==> config.mk <==
export PLATFORM = sky130hd
export DESIGN_NAME = kcurve_ctrl
export DESIGN_NICKNAME = d
export VERILOG_FILES = /design/src/hw/rtl/kcurve_pkg.sv /design/src/hw/rtl/kcurve_ctrl.sv
export SDC_FILE = /design/constraint.sdc
export NUM_CORES = 1
export LEC_CHECK = 0
export BUFFER_PORTS_ARGS = -buffer_cell sky130_fd_sc_hd__buf_2
export CAP_MARGIN = 20
export CELL_PAD_IN_SITES_DETAIL_PLACEMENT = 0
export CELL_PAD_IN_SITES_GLOBAL_PLACEMENT = 1
export CORE_MARGIN = 3
export CORE_UTILIZATION = 25
export CTS_CLUSTER_SIZE = 40
export DETAILED_ROUTE_END_ITERATION = 7
export HOLD_SLACK_MARGIN = 0.03
export PLACE_DENSITY = 0.69
export SYNTH_ARGS = -nofsm -noshare
export SYNTH_HDL_FRONTEND = slang
export SYNTH_SLANG_ARGS = --single-unit
export TNS_END_PERCENT = 10
==> constraint.sdc <==
create_clock -name clk -period 1.4 [get_ports clk]
set_input_delay 0.14 -clock clk [delete_from_list [all_inputs] [get_ports clk]]
set_output_delay 0.14 -clock clk [all_outputs]
set_load 0.005 [all_outputs]
==> src/hw/rtl/kcurve_pkg.sv <==
// Shared types and constants for the keyframe curve evaluator.
`timescale 1ns / 1ps
`default_nettype none
package kcurve_pkg;

  localparam logic [1:0] MODE_CLEAR  = 2'd0;
  localparam logic [1:0] MODE_APPEND = 2'd1;
  localparam logic [1:0] MODE_QUERY  = 2'd2;
  localparam logic [1:0] MODE_SPARE  = 2'd3;

  localparam logic [1:0] ST_OK    = 2'd0;
  localparam logic [1:0] ST_EMPTY = 2'd1;
  localparam logic [1:0] ST_DROP  = 2'd2;

  localparam int FRAME_W = 24;
  localparam int VALUE_W = 32;
  localparam int EASE_W  = 16;
  localparam int ACC_W   = 64;
  localparam int FRAC_W  = 25;
  localparam int DIVN_W  = FRAME_W + 16;
  localparam int DCNT_W  = 6;
  localparam int MCNT_W  = 5;
  localparam logic [DCNT_W-1:0] DIV_LAST = DCNT_W'(DIVN_W - 1);
  localparam logic [MCNT_W-1:0] MUL_LAST = MCNT_W'(FRAC_W - 1);

  localparam logic [2:0] LERP_P0    = 3'd0;
  localparam logic [2:0] LERP_P1    = 3'd1;
  localparam logic [2:0] LERP_P2    = 3'd2;
  localparam logic [2:0] LERP_M0    = 3'd3;
  localparam logic [2:0] LERP_M1    = 3'd4;
  localparam logic [2:0] LERP_T     = 3'd5;
  localparam logic [2:0] LERP_VALUE = 3'd6;

  localparam logic signed [ACC_W-1:0] Q16_ONE = 64'sd65536;

  typedef struct packed {
    logic [FRAME_W-1:0] frame;
    logic [VALUE_W-1:0] value;
    logic [EASE_W-1:0]  ein;
    logic [EASE_W-1:0]  eout;
  } entry_t;

  typedef enum logic [3:0] {
    S_IDLE, S_DISPATCH, S_READ, S_CHECK, S_DIV, S_LERP, S_MUL, S_WB, S_OUT
  } state_t;

  typedef struct packed {
    logic accept;
    logic scan_rd;
    logic advance;
    logic take_cur;
    logic div_start;
    logic div_step;
    logic mul_start;
    logic mul_step;
    logic mul_wb;
  } cmd_t;

  typedef struct packed {
    logic go_scan;
    logic hit;
    logic first;
    logic last;
    logic degen;
    logic div_last;
    logic mul_last;
    logic lerp_last;
  } stat_t;

endpackage
`default_nettype wire

==> src/hw/rtl/kcurve_ctrl.sv <==
// Controller state machine for the keyframe curve evaluator.
`timescale 1ns / 1ps
`default_nettype none
module kcurve_ctrl (
  input  wire logic            clk,
  input  wire logic            rst,
  input  wire logic            start,
  input  wire kcurve_pkg::stat_t st,
  output kcurve_pkg::cmd_t     cmd,
  output logic                 busy,
  output logic                 done
);

  kcurve_pkg::state_t state, state_next;

  always_ff @(posedge clk) begin
    if (rst) begin
      state <= kcurve_pkg::S_IDLE;
    end else begin
      state <= state_next;
    end
  end

  always_comb begin
    state_next = state;
    cmd = '0;
    busy = (state != kcurve_pkg::S_IDLE);
    done = (state == kcurve_pkg::S_OUT);
    case (state)
      kcurve_pkg::S_IDLE: begin
        if (start) begin
          cmd.accept = 1'b1;
          state_next = kcurve_pkg::S_DISPATCH;
        end
      end
      kcurve_pkg::S_DISPATCH: begin
        state_next = st.go_scan ? kcurve_pkg::S_READ : kcurve_pkg::S_OUT;
      end
      kcurve_pkg::S_READ: begin
        cmd.scan_rd = 1'b1;
        state_next = kcurve_pkg::S_CHECK;
      end
      kcurve_pkg::S_CHECK: begin
        if (st.hit) begin
          if (st.first || st.degen) begin
            cmd.take_cur = 1'b1;
            state_next = kcurve_pkg::S_OUT;
          end else begin
            cmd.div_start = 1'b1;
            state_next = kcurve_pkg::S_DIV;
          end
        end else if (st.last) begin
          cmd.take_cur = 1'b1;
          state_next = kcurve_pkg::S_OUT;
        end else begin
          cmd.advance = 1'b1;
          state_next = kcurve_pkg::S_READ;
        end
      end
      kcurve_pkg::S_DIV: begin
        cmd.div_step = 1'b1;
        if (st.div_last) begin
          state_next = kcurve_pkg::S_LERP;
        end
      end
      kcurve_pkg::S_LERP: begin
        cmd.mul_start = 1'b1;
        state_next = kcurve_pkg::S_MUL;
      end
      kcurve_pkg::S_MUL: begin
        cmd.mul_step = 1'b1;
        if (st.mul_last) begin
          state_next = kcurve_pkg::S_WB;
        end
      end
      kcurve_pkg::S_WB: begin
        cmd.mul_wb = 1'b1;
        state_next = st.lerp_last ? kcurve_pkg::S_OUT : kcurve_pkg::S_LERP;
      end
      kcurve_pkg::S_OUT: begin
        state_next = kcurve_pkg::S_IDLE;
      end
      default: begin
        state_next = kcurve_pkg::S_IDLE;
      end
    endcase
  end

endmodule
`default_nettype wire

==> qor.yml <==
worst_pin_slew_ps: 498
power_density_nw_per_um2: 707
reg_top3: "state (4)"
worst-path-max-fanout: 5
cell_internal_pwr_mw: 0.277
syn2layout_area_growth_pct: 55.4
cts_hold_buf: 0
ant_nets: 0
vias: 458
synth.ff_latch_count: 4
syn_inst: 52
ir_drop_uv: 425
synth-edff-count: 0
async_flop_share_pct: 0
fin_crit_ps: 1340
netSwitchingFraction_pct: 29.2
wl_per_cell_um: 11.9
antenna_found_initial: 0
seqPwrFrac_pct: 33.9
drv_cap: 0
start_util_pct: 29.3
max_freq_mhz: 748
hold_end: "state[3]"
final_hold_viol_count: 0
synth_flop_cell: "dfxtp_1"
setup_viol: 0
wirelength_mm: 1.09
worstReg2RegEnd: "state[3]"
rsz0062_at_grt: "yes"
finClkSkew_ps: 3.02
holdPathStages: 2
required_ps: 1260
io_buffers: 21
postSynthAreaPerCell_um2: 6.86
grt_use_total_pct: 12.8
status: "completed"
crit_arrival_ps: 1200
die_w_um: 43.8
n_antenna_cell: 0
synth_commonest_cells: "nor2_1, nor3_1, dfxtp_1"
via_per_inst: 4.98
yosysUniqueCellTypes: 22
clk_pin_slew_ps: 40
cts.htree.levels: 1
place_congestion: 0.769
synth_top_area_share_pct: 22.5
leakage_nw: 0.269
drcViolationCount: 0
combPwrFrac_pct: 29.2
overflow: 0
yosysMostFrequentCell: "nor2_1"
grt_pass1_vias: 434
yosysTopAreaCell: "dfxtp_1"
clk_latency_ps: 240
cp-end-kind: "output port"
relSlewSlack_pct: 66.7
drive_above_1_share_pct: 52.6
rr_worst_depth: 5
yosys_warnings: 0
dp_hpwl_um: 850
period_share_pct: 95.5
yosys-top-cells-area: "dfxtp_1, nor2_1, nor3_1, and3_1, nand2b_1"
synth_area_um2: 357
first_iter_violations: 19
cts_tree: "built"
crit_type: "register to output port"
worst_setup_path_start_kind: "register"
fin_cells: 92
place_inst: 87
numCtsBuffers: 3
fillers: 134
regMostFlops: "state"
clkPwrFrac_pct: 36.9
hold_class: "input port to register"
die_h_um: 43.8
yosysSeqAreaShare_pct: 22.5
hp-start: "rst"
num_io_pins: 22
p_switching_mw: 0.114
dr.pass1.iters: 4
core-area_um2: 1220
holdWs_ps: 110
synthesis.nets: 63
die-area_um2: 1920
grt_max_degree: 11
grt_pass1_wl_mm: 1.81
largest_reg_flops: 4
cts.sinks: 4
num_rows: 12
clockBufferDepth: 2
clockRootBuffer: "clkbuf_4"
nets: 91
reg2reg_from: "state[2]"
r2r_slack_ps: 240
slew_violations: 0
## logic make-up after synthesis
family / share of synthesized area [%]
AO/OA/AOI/OAI: 17.2
buffers and inverters: 9.12
flip-flops: 22.5
multiplexers: 2.81
AND/OR/NAND/NOR: 48.4
## repair_timing
item	in CTS	in global routing
resized for setup	3	8
endpoints found under the setup margin	4	6
buffers inserted	0	2
pin swaps	0	1
## critical path: stages (launching register included)
cell,delay (ps)
dfxtp_2,330
nand2b_1,160
buf_4,150
nor3_1,170
buf_2,150
## per-layer routing
| metal | track usage (%) | routed length (µm) | vias to the layer above |
|---|---|---|---|
| li1 | - | - | 237 |
| met1 | 16.2 | 531 | 197 |
| met2 | 17.7 | 456 | 24 |
| met3 | 6.64 | 105 | 0 |
| met4 | 5.42 | 0 | 0 |
| met5 | 0 | 0 | - |
## layout by cell type, fill, tap and decap left out
cell type / synthesis / routed
a21oi_1: 1 / 1
a221oi_1: 1 / 1
a311oi_1: 1 / 1
a31oi_1: 2 / 2
and2_1: 1 / 1
and3_1: 3 / 3
buf_2: 2 / 21
buf_4: 2 / 6
clkbuf_4: 0 / 3
dfxtp_2: 0 / 3
dfxtp_4: 0 / 1
inv_1: 2 / 2
mux2i_1: 1 / 1
nand2_1: 3 / 3
nand2b_1: 3 / 2
nand2b_4: 0 / 1
nand3_2: 1 / 1
nor2_1: 12 / 11
nor2_2: 0 / 1
nor2b_4: 1 / 1
nor3_1: 7 / 4
nor3_2: 0 / 3
nor3b_1: 1 / 1
nor4_1: 1 / 1
o2bb2ai_1: 1 / 1
o31ai_1: 1 / 1
o32a_1: 1 / 1
## power groups by stage
stage	Combinational, mW	Sequential, mW	Clock (mW)
after global placement	0.0933	0.137	0
after detailed placement	0.0928	0.137	0
final	0.114	0.133	0.145
after CTS	0.0933	0.137	0.148
after global routing	0.127	0.134	0.157
after floorplan	0.0695	0.124	0
## per-stage QoR
stage	setup WS (ps)	power, mW	TNS (ps)	utilization, %	area [µm²]
after floorplan	275	0.193	0	-	357
after global placement	101	0.231	0	39.8	484
after detailed placement	122	0.229	0	39.8	484
after CTS	-0.901	0.378	-0.901	42.3	514
after global routing	-38.6	0.417	-71.6	45.6	554
final	62.4	0.392	0	45.6	554
## worst max path at each step
| stage | to | slack (ps) | from |
|---|---|---|---|
| 2_1_floorplan | state[1] | 280 | state[1] |
| 3_3_place_gp | state[3] | 100 | state[0] |
| 3_5_place_dp | state[3] | 120 | state[0] |
| 4_1_cts | cmd[5] | -0.9 | state[0] |
| 5_1_grt | cmd[5] | -40 | state[2] |
| 6_report | cmd[7] | 60 | state[2] |
## cell type report
type	instances	area, µm²	share of cell area [%]
multi-input cells	42	269	48.5
repair buffers	27	150	27.1
flip-flops and latches	4	87.6	15.8
clock buffers	3	22.5	4.06
well taps	14	17.5	3.16
inverters	2	7.51	1.35
Power figures use the tool's default switching activity.
